[src/hdl/pdfesc_pkg.sv]
`timescale 1ns / 1ps

package pdfesc_pkg;

    localparam int MAX_RESULTS = 6;
    localparam int CNT_W       = 3;
    localparam int IDX_W       = 3;

    localparam logic [7:0] CH_LPAREN    = 8'h28;
    localparam logic [7:0] CH_RPAREN    = 8'h29;
    localparam logic [7:0] CH_BACKSLASH = 8'h5C;
    localparam logic [7:0] CH_ZERO      = 8'h30;
    localparam logic [7:0] CH_N         = 8'h6E;
    localparam logic [7:0] CH_R         = 8'h72;
    localparam logic [7:0] CH_T         = 8'h74;
    localparam logic [7:0] CH_B         = 8'h62;
    localparam logic [7:0] CH_F         = 8'h66;

    localparam logic [7:0] RAW_NL  = 8'h0A;
    localparam logic [7:0] RAW_CR  = 8'h0D;
    localparam logic [7:0] RAW_TAB = 8'h09;
    localparam logic [7:0] RAW_BS  = 8'h08;
    localparam logic [7:0] RAW_FF  = 8'h0C;

    localparam logic [7:0] PRINT_LO = 8'h20;
    localparam logic [7:0] PRINT_HI = 8'h7E;

    typedef struct packed {
        logic [7:0] data_byte;
        logic       first_of_string;
        logic       last_of_string;
        logic       empty_string;
    } item_t;

    typedef struct packed {
        logic [7:0] out_byte;
        logic       last_of_item;
    } result_t;

    typedef logic [MAX_RESULTS-1:0][7:0] seq_t;

    typedef struct packed {
        seq_t             seq;
        logic [CNT_W-1:0] cnt;
    } expansion_t;

endpackage

[src/hdl/pdfesc_expand.sv]
`timescale 1ns / 1ps

module pdfesc_expand
(
    input  pdfesc_pkg::item_t      item,
    output pdfesc_pkg::expansion_t expansion
);

    logic [7:0]                  code;
    logic [3:0][7:0]             esc;
    logic [pdfesc_pkg::CNT_W-1:0] esc_len;
    logic [7:0]                  c;

    assign c = item.data_byte;

    always_comb
    begin
        case (c)
            pdfesc_pkg::RAW_NL:       code = pdfesc_pkg::CH_N;
            pdfesc_pkg::RAW_CR:       code = pdfesc_pkg::CH_R;
            pdfesc_pkg::RAW_TAB:      code = pdfesc_pkg::CH_T;
            pdfesc_pkg::RAW_BS:       code = pdfesc_pkg::CH_B;
            pdfesc_pkg::RAW_FF:       code = pdfesc_pkg::CH_F;
            pdfesc_pkg::CH_LPAREN:    code = pdfesc_pkg::CH_LPAREN;
            pdfesc_pkg::CH_RPAREN:    code = pdfesc_pkg::CH_RPAREN;
            pdfesc_pkg::CH_BACKSLASH: code = pdfesc_pkg::CH_BACKSLASH;
            default:                  code = 8'h00;
        endcase
    end

    always_comb
    begin
        esc = '0;
        if (code != 8'h00)
        begin
            esc[0]  = pdfesc_pkg::CH_BACKSLASH;
            esc[1]  = code;
            esc_len = pdfesc_pkg::CNT_W'(2);
        end
        else if (c >= pdfesc_pkg::PRINT_LO && c <= pdfesc_pkg::PRINT_HI)
        begin
            esc[0]  = c;
            esc_len = pdfesc_pkg::CNT_W'(1);
        end
        else
        begin
            esc[0]  = pdfesc_pkg::CH_BACKSLASH;
            esc[1]  = pdfesc_pkg::CH_ZERO | {6'b0, c[7:6]};
            esc[2]  = pdfesc_pkg::CH_ZERO | {5'b0, c[5:3]};
            esc[3]  = pdfesc_pkg::CH_ZERO | {5'b0, c[2:0]};
            esc_len = pdfesc_pkg::CNT_W'(4);
        end
    end

    always_comb
    begin
        expansion.seq = '0;
        expansion.cnt = '0;
        if (item.empty_string)
        begin
            expansion.seq[0] = pdfesc_pkg::CH_LPAREN;
            expansion.seq[1] = pdfesc_pkg::CH_RPAREN;
            expansion.cnt    = pdfesc_pkg::CNT_W'(2);
        end
        else
        begin
            if (item.first_of_string)
            begin
                expansion.seq[0] = pdfesc_pkg::CH_LPAREN;
                expansion.seq[1] = esc[0];
                expansion.seq[2] = esc[1];
                expansion.seq[3] = esc[2];
                expansion.seq[4] = esc[3];
                expansion.cnt    = esc_len + pdfesc_pkg::CNT_W'(1);
            end
            else
            begin
                expansion.seq[0] = esc[0];
                expansion.seq[1] = esc[1];
                expansion.seq[2] = esc[2];
                expansion.seq[3] = esc[3];
                expansion.cnt    = esc_len;
            end
            if (item.last_of_string)
            begin
                expansion.seq[expansion.cnt] = pdfesc_pkg::CH_RPAREN;
                expansion.cnt                = expansion.cnt + pdfesc_pkg::CNT_W'(1);
            end
        end
    end

endmodule

[src/hdl/pdf_literal_string_escape_unit.sv]
`timescale 1ns / 1ps

// Escapes one string byte per transfer into PDF literal-string text. A transfer
// is taken when start is high and busy is low; each item yields 1 to 6 output
// bytes, one per cycle on result with strobe high, the final byte of an item
// flagged by last_of_item. The output cannot be stalled: a result is present
// for exactly one cycle. The bytes of an item leave one per cycle, so plain
// bytes inside a string flow at one per cycle, while longer expansions hold
// busy high until the item's final byte is selected. The first output byte
// of an item passes the input expansion register, then the output register.
module pdf_literal_string_escape_unit
(
    input  logic                clk,
    input  logic                rst_n,
    input  logic                start,
    output logic                busy,
    input  pdfesc_pkg::item_t   item,
    output logic                strobe,
    output pdfesc_pkg::result_t result
);

    pdfesc_pkg::expansion_t        expansion;
    pdfesc_pkg::expansion_t        exp_reg;
    logic                          valid_reg;
    logic [pdfesc_pkg::IDX_W-1:0]  idx_reg;
    logic [pdfesc_pkg::IDX_W-1:0]  idx_next;
    logic                          valid_next;
    logic                          at_last;
    logic                          take;
    pdfesc_pkg::result_t           result_reg;
    pdfesc_pkg::result_t           result_next;
    logic                          strobe_reg;

    pdfesc_expand u_expand
    (
        .item      (item),
        .expansion (expansion)
    );

    assign at_last = (idx_reg == pdfesc_pkg::IDX_W'(exp_reg.cnt - pdfesc_pkg::CNT_W'(1)));
    assign busy    = valid_reg && !at_last;
    assign take    = start && !busy;

    always_comb
    begin
        result_next.out_byte     = exp_reg.seq[idx_reg];
        result_next.last_of_item = at_last;
        valid_next               = valid_reg && !at_last;
        idx_next                 = idx_reg + pdfesc_pkg::IDX_W'(1);
        if (take)
        begin
            valid_next = 1'b1;
            idx_next   = '0;
        end
    end

    always_ff @(posedge clk or negedge rst_n)
    begin
        if (!rst_n)
        begin
            valid_reg  <= 1'b0;
            idx_reg    <= '0;
            strobe_reg <= 1'b0;
        end
        else
        begin
            valid_reg  <= valid_next;
            strobe_reg <= valid_reg;
            if (valid_reg || take)
            begin
                idx_reg <= idx_next;
            end
        end
    end

    always_ff @(posedge clk)
    begin
        if (take)
        begin
            exp_reg <= expansion;
        end
        if (valid_reg)
        begin
            result_reg <= result_next;
        end
    end

    assign strobe = strobe_reg;
    assign result = result_reg;

    a_take_to_result: assert property (@(posedge clk) disable iff (!rst_n)
        take |-> ##2 strobe)
        else $error("transfer did not produce a result");

    a_busy_mid_item: assert property (@(posedge clk) disable iff (!rst_n)
        busy |=> strobe && !result.last_of_item)
        else $error("busy without a pending byte of the same item");

    a_item_continues: assert property (@(posedge clk) disable iff (!rst_n)
        strobe && !result.last_of_item |=> strobe)
        else $error("item output broken before its last byte");

endmodule
[config.mk]
export PLATFORM = sky130hd
export DESIGN_NAME = pdf_literal_string_escape_unit
export DESIGN_NICKNAME = d
export VERILOG_FILES = /design/src/hdl/pdfesc_pkg.sv /design/src/hdl/pdfesc_expand.sv /design/src/hdl/pdf_literal_string_escape_unit.sv
export SDC_FILE = /design/constraint.sdc
export NUM_CORES = 1
export LEC_CHECK = 0
export BUFFER_PORTS_ARGS = -buffer_cell sky130_fd_sc_hd__buf_4
export CAP_MARGIN = 20
export CORE_MARGIN = 1
export CORE_UTILIZATION = 64
export DETAILED_ROUTE_END_ITERATION = 12
export GPL_ROUTABILITY_DRIVEN = 0
export GPL_TIMING_DRIVEN = 0
export PLACE_DENSITY = 0.85
export RECOVER_POWER = 25
export REMOVE_ABC_BUFFERS = 1
export SLEW_MARGIN = 20
export SYNTH_ARGS = -nofsm -noshare
export SYNTH_HDL_FRONTEND = slang
export SYNTH_SLANG_ARGS = --single-unit
[constraint.sdc]
create_clock -name clk -period 5.37 [get_ports clk]
set_input_delay 0.8055 -clock clk [delete_from_list [all_inputs] [get_ports clk]]
set_output_delay 0.8055 -clock clk [all_outputs]
set_load 0.03 [all_outputs]
==> run metrics, run 1 <==
CTS sink cnt 52; Worst Tran Pin Value 881 ps; worst setup path class flop to output port; Leak 1.16 nW; Worst-path clk slew 90 ps; # rows 23; final hold viol count 0; hold_buf cts 0; CP max FO 19; Setup Skew 10.1 ps; Final setup viols 0; Peak VDD IR 0.214 mV; number of synthesized flops with an enable pin 47; drt first pass iters 5; share of post-route cells with drive strength above 1 12.6%; total wire length 5770 um; n_diodes 0; mean post-synth cell area 10.9 um^2; outcome complete, no violations; post-DR wirelength/cell 17.7 um; htree depth 2; sequential area share after synthesis 53.9%; die area 4730 um^2; HP Class input pin to asynchronous set/reset pin; largest net degree at the start of global routing 28; RSZ-0062 raised after global routing false; final hold slack 332 ps; Clock Root Buffer clkbuf_8; critical path data required time 4560 ps; GRT overflow 0; synth warn 0; Total Power 1.49 mW; Cells after Synth 262; CP endpoint kind output port; HPWL after DPL 3870 um; most common flop cell mapped by yosys edfxtp_1; initial drt markers 171; fmax 0.354 GHz; Post-route DRC 0; Final period util 52.7%; Tmin final 2830 ps; max_cap viols 0; global-route wire length before repair 9260 um; max_slew headroom 41.3%; worst r2r dst exp_reg[10]; core box area 4140 um^2; CTS max path bufs 2; post-synth cell types 54; Layout fillers 295; Worst setup SP type flop; Layout area overhead 9.56%; Async SR Flop Fraction 9.62%; Reg2Reg Depth 4; NumNets Final 292; max-slew violations 0; max reg flops 38; initial antenna violation count 0; Starting Density 68.8%; Post-CTS Resized 0; Critical R2R Launch idx_reg[0]; vias in the first global route 1966; Die Height 68.8 um; Post-CTS Setup Bufs 0; Routed Antenna Nets 0; IO Pins 25; clock latency at the later pin of the worst-skew pair 300 ps; GRT Util Overall 27.4%; #FFs+latches synth 52; setup tns final 0 ps; port bufs 24; routed via count 2106; clock buffer count from CTS 5; Pwr Density 476 nW/um^2; die width 68.8 um; Mapped Area 2850 um^2; CTS tree yes; R2R Setup Slk 2880 ps; Critical Path AT 2020 ps; vias per inst 6.44
==> cell usage in the layout (no fill, tap or decap), drive strengths merged, types with 6 or more instances in the layout <==
cell    instances
nand3           7
buf            14
a21oi          20
mux2i          14
o22ai           8
clkbuf         16
nand2          15
nor2           31
o211ai          6
o21ai           6
edfxtp         47
inv            14
==> synthesized netlist by cell type, types with 2 or more instances <==
master	count	share of area (%)
edfxtp_1	47	49
nor2_1	31	4.1
a21oi_1	19	3.3
nand2_1	15	2.0
inv_1	14	1.8
mux2i_1	14	4.9
clkbuf_1	10	1.3
o22ai_1	8	1.8
nand3_1	7	1.2
buf_2	6	1.1
o211ai_1	6	1.6
o21ai_0	6	1.1
a31oi_1	5	1.1
dfrtp_1	5	4.4
nand2b_1	5	1.1
nor3_1	5	0.88
xor2_1	5	1.5
and3_1	4	0.88
mux4_2	3	2.4
nor4_1	3	0.66
or3_1	3	0.66
xnor2_1	3	0.92
a211oi_2	2	0.88
a21o_1	2	0.53
buf_1	2	0.26
ha_1	2	0.88
nor2b_1	2	0.44
o21a_1	2	0.53
==> cells by family (layout without fill, tap and decap cells) <==
family                   after synthesis  after routing  share of synthesized area, %
AO/OA/AOI/OAI                         66             66                          16.7
XOR/XNOR                               8              8                          2.46
adder cells (fa/ha/maj)                2              2                         0.877
buffers and inverters                 34             48                          4.87
flip-flops                            52             52                          53.9
multiplexers                          18             18                          7.68
other                                  1              2                         0.131
AND/OR/NAND/NOR                       81             81                          13.4
==> cell type report <==
class	count	area (um^2)	share of cell area, %
Clock inverter	3	42.5	1.36
Inverter	15	56.3	1.80
Timing Repair Buffer	25	166	5.32
Clock buffer	5	68.8	2.20
Multi-Input combinational cell	177	1190	38.2
Sequential cell	52	1540	49.2
Tap cell	50	62.6	2.00
==> per-stage QoR <==
stage,setup slack [ps],utilization (%),cells,instance area [um^2]
floorplan,1890,-,244,2770
global placement,1120,72.8,318,3020
detailed placement,2400,73.7,319,3060
CTS,2500,76.4,327,3170
global route,2350,75.4,327,3130
finish,2540,75.4,327,3130
==> power breakdown <==
group | internal [mW] | total (mW) | switching (mW)
combinational | 0.202 | 0.500 | 0.299
clock | 0.138 | 0.265 | 0.127
sequential | 0.610 | 0.724 | 0.114
total | 0.950 | 1.49 | 0.539
==> critical path, cell delays in order (launching register included) <==
cell	delay, ps
dfrtp_1	930
xor2_1	200
nand3_1	230
nand2_1	160
inv_1	50
buf_4	160
==> worst max path at each step <==
stage	from	to
3_3_place_gp	idx_reg[0]	exp_reg[20]
3_5_place_dp	item[7]	exp_reg[16]
6_report	idx_reg[0]	busy
5_1_grt	idx_reg[0]	busy
4_1_cts	idx_reg[0]	busy
2_1_floorplan	idx_reg[0]	exp_reg[0]
==> metal layers <==
| metal | share of wire, % | global-route usage, % | up-vias |
|---|---|---|---|
| met5 | 0 | 0 | - |
| met2 | 49 | 46.9 | 109 |
| met3 | 7.2 | 4.28 | 14 |
| met4 | 2.0 | 12.0 | 0 |
| met1 | 42 | 34.4 | 988 |
| li1 | - | - | 995 |
Note: power is estimated with default switching activity, not from simulation.
==> inputs of run 2 (changes only) <==
--- a/config.mk
+++ b/config.mk
@@ -8,11 +8,11 @@
 export BUFFER_PORTS_ARGS = -buffer_cell sky130_fd_sc_hd__buf_4
 export CAP_MARGIN = 20
 export CORE_MARGIN = 1
-export CORE_UTILIZATION = 64
+export CORE_UTILIZATION = 53
 export DETAILED_ROUTE_END_ITERATION = 12
 export GPL_ROUTABILITY_DRIVEN = 0
 export GPL_TIMING_DRIVEN = 0
-export PLACE_DENSITY = 0.85
+export PLACE_DENSITY = 0.75
 export RECOVER_POWER = 25
 export REMOVE_ABC_BUFFERS = 1
 export SLEW_MARGIN = 20
==> constraint.sdc (replaced) <==
create_clock -name clk -period 2.55 [get_ports clk]
set_input_delay 0.3825 -clock clk [delete_from_list [all_inputs] [get_ports clk]]
set_output_delay 0.3825 -clock clk [all_outputs]
set_load 0.03 [all_outputs]
==> run 2 against run 1 <==
Clock skew down 6.1 ps; sequential power up 110%; sequential share of layout area shrank 0.75 points; power increased by 110%; register-to-register slack worse by 2600 ps; flip-flop and latch count did not move; critical path depth increased by 1; wire length is 9.0% lower; combinational power increased by 100%; worst hold slack worse by 4.8 ps; highest routed layer unchanged; largest power group unchanged; die area is 20% higher.
==> run metrics, run 2 (synthesis gave the netlist of run 1 again) <==
final hold viol count 0; Final period util 91.3%; share of post-route cells with drive strength above 1 12.9%; R2R Setup Slk 260 ps; met3 WL 227 um; wire length on met2 2440 um; dpl cell area 3080 um^2; RSZ-0062 raised after global routing false; most common cell after layout, fill and taps aside edfxtp_1; IO Pins 25; vias in the first global route 1745; Die Height 75.4 um; # rows 26; Post-CTS Setup Bufs 0; Sw Ratio 34.4%; post-DR wirelength/cell 15.1 um; critical path data required time 2660 ps; max_slew headroom 48.4%; max_cap viols 0; routed via count 1984; Layout area overhead 11.4%; GRT overflow 0; worst setup path class input pin to flop; CTS sink cnt 52; post-layout worst setup margin 221 ps; Tmin final 2330 ps; die width 75.4 um; CP max FO 11; Total Power 3.13 mW; CTS max path bufs 2; Routed met1 length 2480 um; core box area 5140 um^2; clock latency at the later pin of the worst-skew pair 300 ps; setup tns final 0 ps; die area 5680 um^2; Leak 1.17 nW; max layer used met4; Final setup viols 0; initial drt markers 117; Worst setup SP type input pin; htree depth 2; GRT Util Overall 20.5%; Setup Skew 4.04 ps; initial antenna violation count 0; Starting Density 55.5%; Post-route DRC 0; Routed Antenna Nets 0; Clock power frac 19.2%; Post-Place Worst Slack -65.6 ps; global-route wire length before repair 8510 um; Pwr Density 986 nW/um^2; HP Class input pin to flop; Int Pwr 2.05 mW; drt first pass iters 4; Peak VDD IR 0.671 mV; vias per inst 5.70; CP endpoint kind flop; largest net degree at the start of global routing 28; n_diodes 0; max-slew violations 0; fmax 0.429 GHz; port bufs 24; Worst Tran Pin Value 768 ps; clock buffer count from CTS 5; max reg flops 38; total wire length 5260 um; Sequential Power Share 48.2%; Worst-path clk slew 90 ps; CTS tree yes; Critical Path AT 2440 ps; Clock Root Buffer clkbuf_8; HPWL after DPL 3740 um; most frequent cells in the layout 47 x edfxtp_1, 31 x nor2_1, 18 x a21oi_1; Logic pwr share 32.6%; Net Sw Power 1.08 mW; NumNets Final 293; fin area 3180 um^2; outcome complete, no violations
==> run 2: cell count changes in the layout (fill, tap and decap cells not counted) <==
cell / delta
clkbuf_8: +2
clkinv_2: -1
clkinvlp_4: -1
dfrtp_1: -1
dfrtp_2: +1
dlygate4sd3_1: +1
==> run 2: area by class of cell <==
class,instances,area [um^2]
fillers,452,1960
flip-flops and latches,52,1540
multi-input cells,177,1190
repair buffers,26,176
clock buffers,7,96.3
well taps,70,87.6
inverters,15,56.3
clock inverters,1,30.0
==> run 2: repair_timing <==
| item | in CTS | in global routing |
|---|---|---|
| hold buffers | 1 | 0 |
| hold endpoints to repair | 5 | 0 |
| gates resized for setup | 0 | 1 |
| setup endpoints to repair | 0 | 22 |
==> run 2: power groups by stage <==
stage,Combinational (mW),Clock [mW],Sequential [mW]
2_1_floorplan,0.599,0,1.63
3_3_place_gp,1.01,0,1.55
3_5_place_dp,1.09,0,1.53
4_1_cts,1.09,0.611,1.51
5_1_grt,1.13,0.640,1.56
6_report,1.02,0.602,1.51
==> run 2: path summary, 6_finish.rpt <==
path | startpoint | end | depth (start not counted)
worst min-delay path | start | valid_reg | 3
worst max register to register | exp_reg[0] | exp_reg[31] | 7
worst max-delay path | item[7] | exp_reg[17] | 6
min in group asynchronous | rst_n | strobe | 2
worst min register to register | exp_reg[17] | result[7] | 2
max in group asynchronous | rst_n | idx_reg[0] | 2
==> run 2: layer usage <==
layer  GRT usage [%]  up-vias
li1                -      995
met1            27.6      918
met2            33.4       63
met3            3.84        8
met4            7.41        0
met5               0        -
==> run 2: critical path, stage by stage <==
cell and delay, ps:
buf_4 150, or3b_1 420, a2111oi_4 650, a211o_1 370, nor2_1 120, a211oi_1 330
==> run 2: metrics by stage <==
| step | utilization, % | instances | hold WS, ps |
|---|---|---|---|
| floorplan | - | 244 | 86.9 |
| global placement | 59.2 | 338 | 185 |
| detailed placement | 59.9 | 339 | 187 |
| CTS | 62.6 | 348 | 324 |
| global route | 61.8 | 348 | 344 |
| finish | 61.8 | 348 | 327 |
==> inputs of run 3 (changes only) <==
--- a/config.mk
+++ b/config.mk
@@ -8,14 +8,15 @@
 export BUFFER_PORTS_ARGS = -buffer_cell sky130_fd_sc_hd__buf_4
 export CAP_MARGIN = 20
 export CORE_MARGIN = 1
-export CORE_UTILIZATION = 53
+export CORE_UTILIZATION = 55
 export DETAILED_ROUTE_END_ITERATION = 12
 export GPL_ROUTABILITY_DRIVEN = 0
 export GPL_TIMING_DRIVEN = 0
-export PLACE_DENSITY = 0.75
+export PLACE_DENSITY = 0.77
 export RECOVER_POWER = 25
 export REMOVE_ABC_BUFFERS = 1
 export SLEW_MARGIN = 20
 export SYNTH_ARGS = -nofsm -noshare
 export SYNTH_HDL_FRONTEND = slang
+export SYNTH_HIERARCHICAL = 1
 export SYNTH_SLANG_ARGS = --single-unit
==> run 3 against run 2 <==
Largest cell class unchanged; cell area is 14% higher; final cell count grew 4.9%; wire length grew 13%; non-clock buffer count is the same; count of clock-buffer cells in the layout increased by 5; flip-flop and latch count grew 13; the run now ends with design-rule violations left; sequential power grew 25%.
==> run metrics, run 3 <==
n_diodes 0; die width 79.9 um; Clock power frac 18.8%; core box area 5890 um^2; Post-CTS Setup Bufs 0; Cells after Synth 271; drt first pass iters 8; worst setup path startpoint idx_reg[2]; vias per inst 5.68; initial antenna violation count 0; CTS sink cnt 65; post-layout worst setup margin 191 ps; worst setup path class flop to flop; global-route wire length before repair 9700 um; fin area 3620 um^2; htree depth 3; Area contributors post-synth edfxtp_1 54%, mux4_2 5.4%, dfrtp_1 3.7%, buf_4 3.4%, mux2i_1 3.3%; HP Class input pin to flop; Worst setup SP type flop; Async SR Flop Fraction 7.69%; Die Height 79.9 um; IO Pins 25; Sw Ratio 33.7%; cell taking the most area after synthesis edfxtp_1; max_cap viols 0; Critical Path AT 2390 ps; outcome complete, but fails checks; max reg flops 51; Post-synth top cells 60 x edfxtp_1, 19 x nor2_1, 15 x a21oi_1, 15 x buf_4, 15 x inv_1; post-route core utilization 61.5%; routed via count 2072; Layout fillers 472; # rows 28; clock latency at the later pin of the worst-skew pair 340 ps; most frequent cell after synthesis edfxtp_1; Post-Place Worst Slack -481 ps; Worst Tran Pin Value 736 ps; CTS tree yes; Worst-path clk slew 60 ps; CTS max path bufs 2; post-synth cell types 53; most common flop cell mapped by yosys edfxtp_1; GRT Util Overall 21.1%; GRT overflow 0; vias in the first global route 1992; number of synthesized flops with an enable pin 60; final hold slack 238 ps; fmax 0.424 GHz; Tmin final 2360 ps; Starting Density 56.7%; mean post-synth cell area 12.3 um^2; final hold viol count 0; critical path data required time 2590 ps; max-slew violations 0; share of post-route cells with drive strength above 1 15.2%; Hold Path Origin start; Setup Skew 6.19 ps; Pwr Density 1040 nW/um^2; Final setup viols 0; clock buffer count from CTS 9; synth warn 6; RSZ-0062 raised after global routing false; Sequential Power Share 50.0%; #FFs+latches synth 65; die area 6380 um^2; failing checks design-rule violations; Layout area overhead 8.40%; Peak VDD IR 0.800 mV; sequential area share after synthesis 57.7%; Clock Root Buffer clkbuf_8; setup tns final 0 ps; port bufs 24; total wire length 5950 um; CP max FO 31; max_slew headroom 50.6%; most frequent cells in the layout 60 x edfxtp_1, 19 x nor2_1, 15 x inv_1, 15 x a21oi_1, 15 x clkbuf_1; Int Pwr 2.49 mW; Leak 1.34 nW; Mapped Area 3340 um^2; dpl cell area 3480 um^2; post-DR wirelength/cell 16.3 um; NumNets Final 301; Final period util 92.5%; largest net degree at the start of global routing 32; most common cell after layout, fill and taps aside edfxtp_1; initial drt markers 122; Routed Antenna Nets 0; CP endpoint kind flop; Logic pwr share 31.2%; Critical R2R Launch idx_reg[2]; HPWL after DPL 3910 um; Post-route DRC 1; Net Sw Power 1.26 mW; post-synth top area share 54.0%
==> run 3: path summary, 6_finish.rpt <==
kind | end | slack [ps] | depth (start not counted)
setup / recovery | exp_reg[21] | 190 | 4
hold / removal | idx_reg[2] | 240 | 2
setup reg to reg | exp_reg[21] | 190 | 4
hold reg to reg | result[3] | 620 | 2
max in group asynchronous | idx_reg[2] | 1920 | 2
min in group asynchronous | strobe | 410 | 2
==> run 3: kinds of logic after synthesis <==
group | after synthesis | share of synthesized area [%]
compound gates | 53 | 10.4
xor+xnor | 8 | 2.55
fa+ha+maj | 2 | 0.750
buf+inv | 49 | 7.39
flops | 65 | 57.7
mux | 21 | 9.37
other cells | 1 | 0.112
simple gates | 72 | 11.7
==> run 3: routing by layer <==
metal  global-route usage, %  share of wire (%)  routed length [um]
met2                    32.8                 48                2870
met4                    11.6                2.4                 144
met5                       0                  0                   0
met1                    26.9                 44                2640
met3                    5.37                4.9                 292
==> run 3: power groups by stage <==
stage	Combinational [mW]	Clock [mW]	Sequential, mW
2_1_floorplan	0.711	0	2.00
3_3_place_gp	1.16	0	1.91
3_5_place_dp	1.22	0	1.91
4_1_cts	1.24	0.723	1.89
5_1_grt	1.28	0.758	1.93
6_report	1.17	0.707	1.88
==> run 3: through the flow <==
step / std cells / total power, mW
3_3_place_gp: 347 / 3.07
2_1_floorplan: 248 / 2.71
6_report: 365 / 3.75
4_1_cts: 365 / 3.85
3_5_place_dp: 348 / 3.13
5_1_grt: 365 / 3.97
==> run 3: repair_timing <==
action / CTS / global route
pin swaps: 0 / 0
hold buffers: 1 / 0
hold endpoints to repair: 5 / 0
resized for setup: 3 / 1
setup endpoints to repair: 52 / 32
==> run 3: cell type report <==
cell class | instances | area, um^2 | share of cell area (%)
clock inverters | 4 | 20.0 | 0.553
well taps | 75 | 93.8 | 2.59
clock buffers | 12 | 135 | 3.74
multi-input cells | 168 | 1220 | 33.7
inverters | 15 | 56.3 | 1.56
repair buffers | 26 | 165 | 4.57
flip-flops and latches | 65 | 1930 | 53.3
==> run 3: worst max-delay path: stages, from the launching register on <==
cell	delay [ps]
dfrtp_2	500
xor3_1	510
o31ai_2	380
and2_4	410
buf_12	240
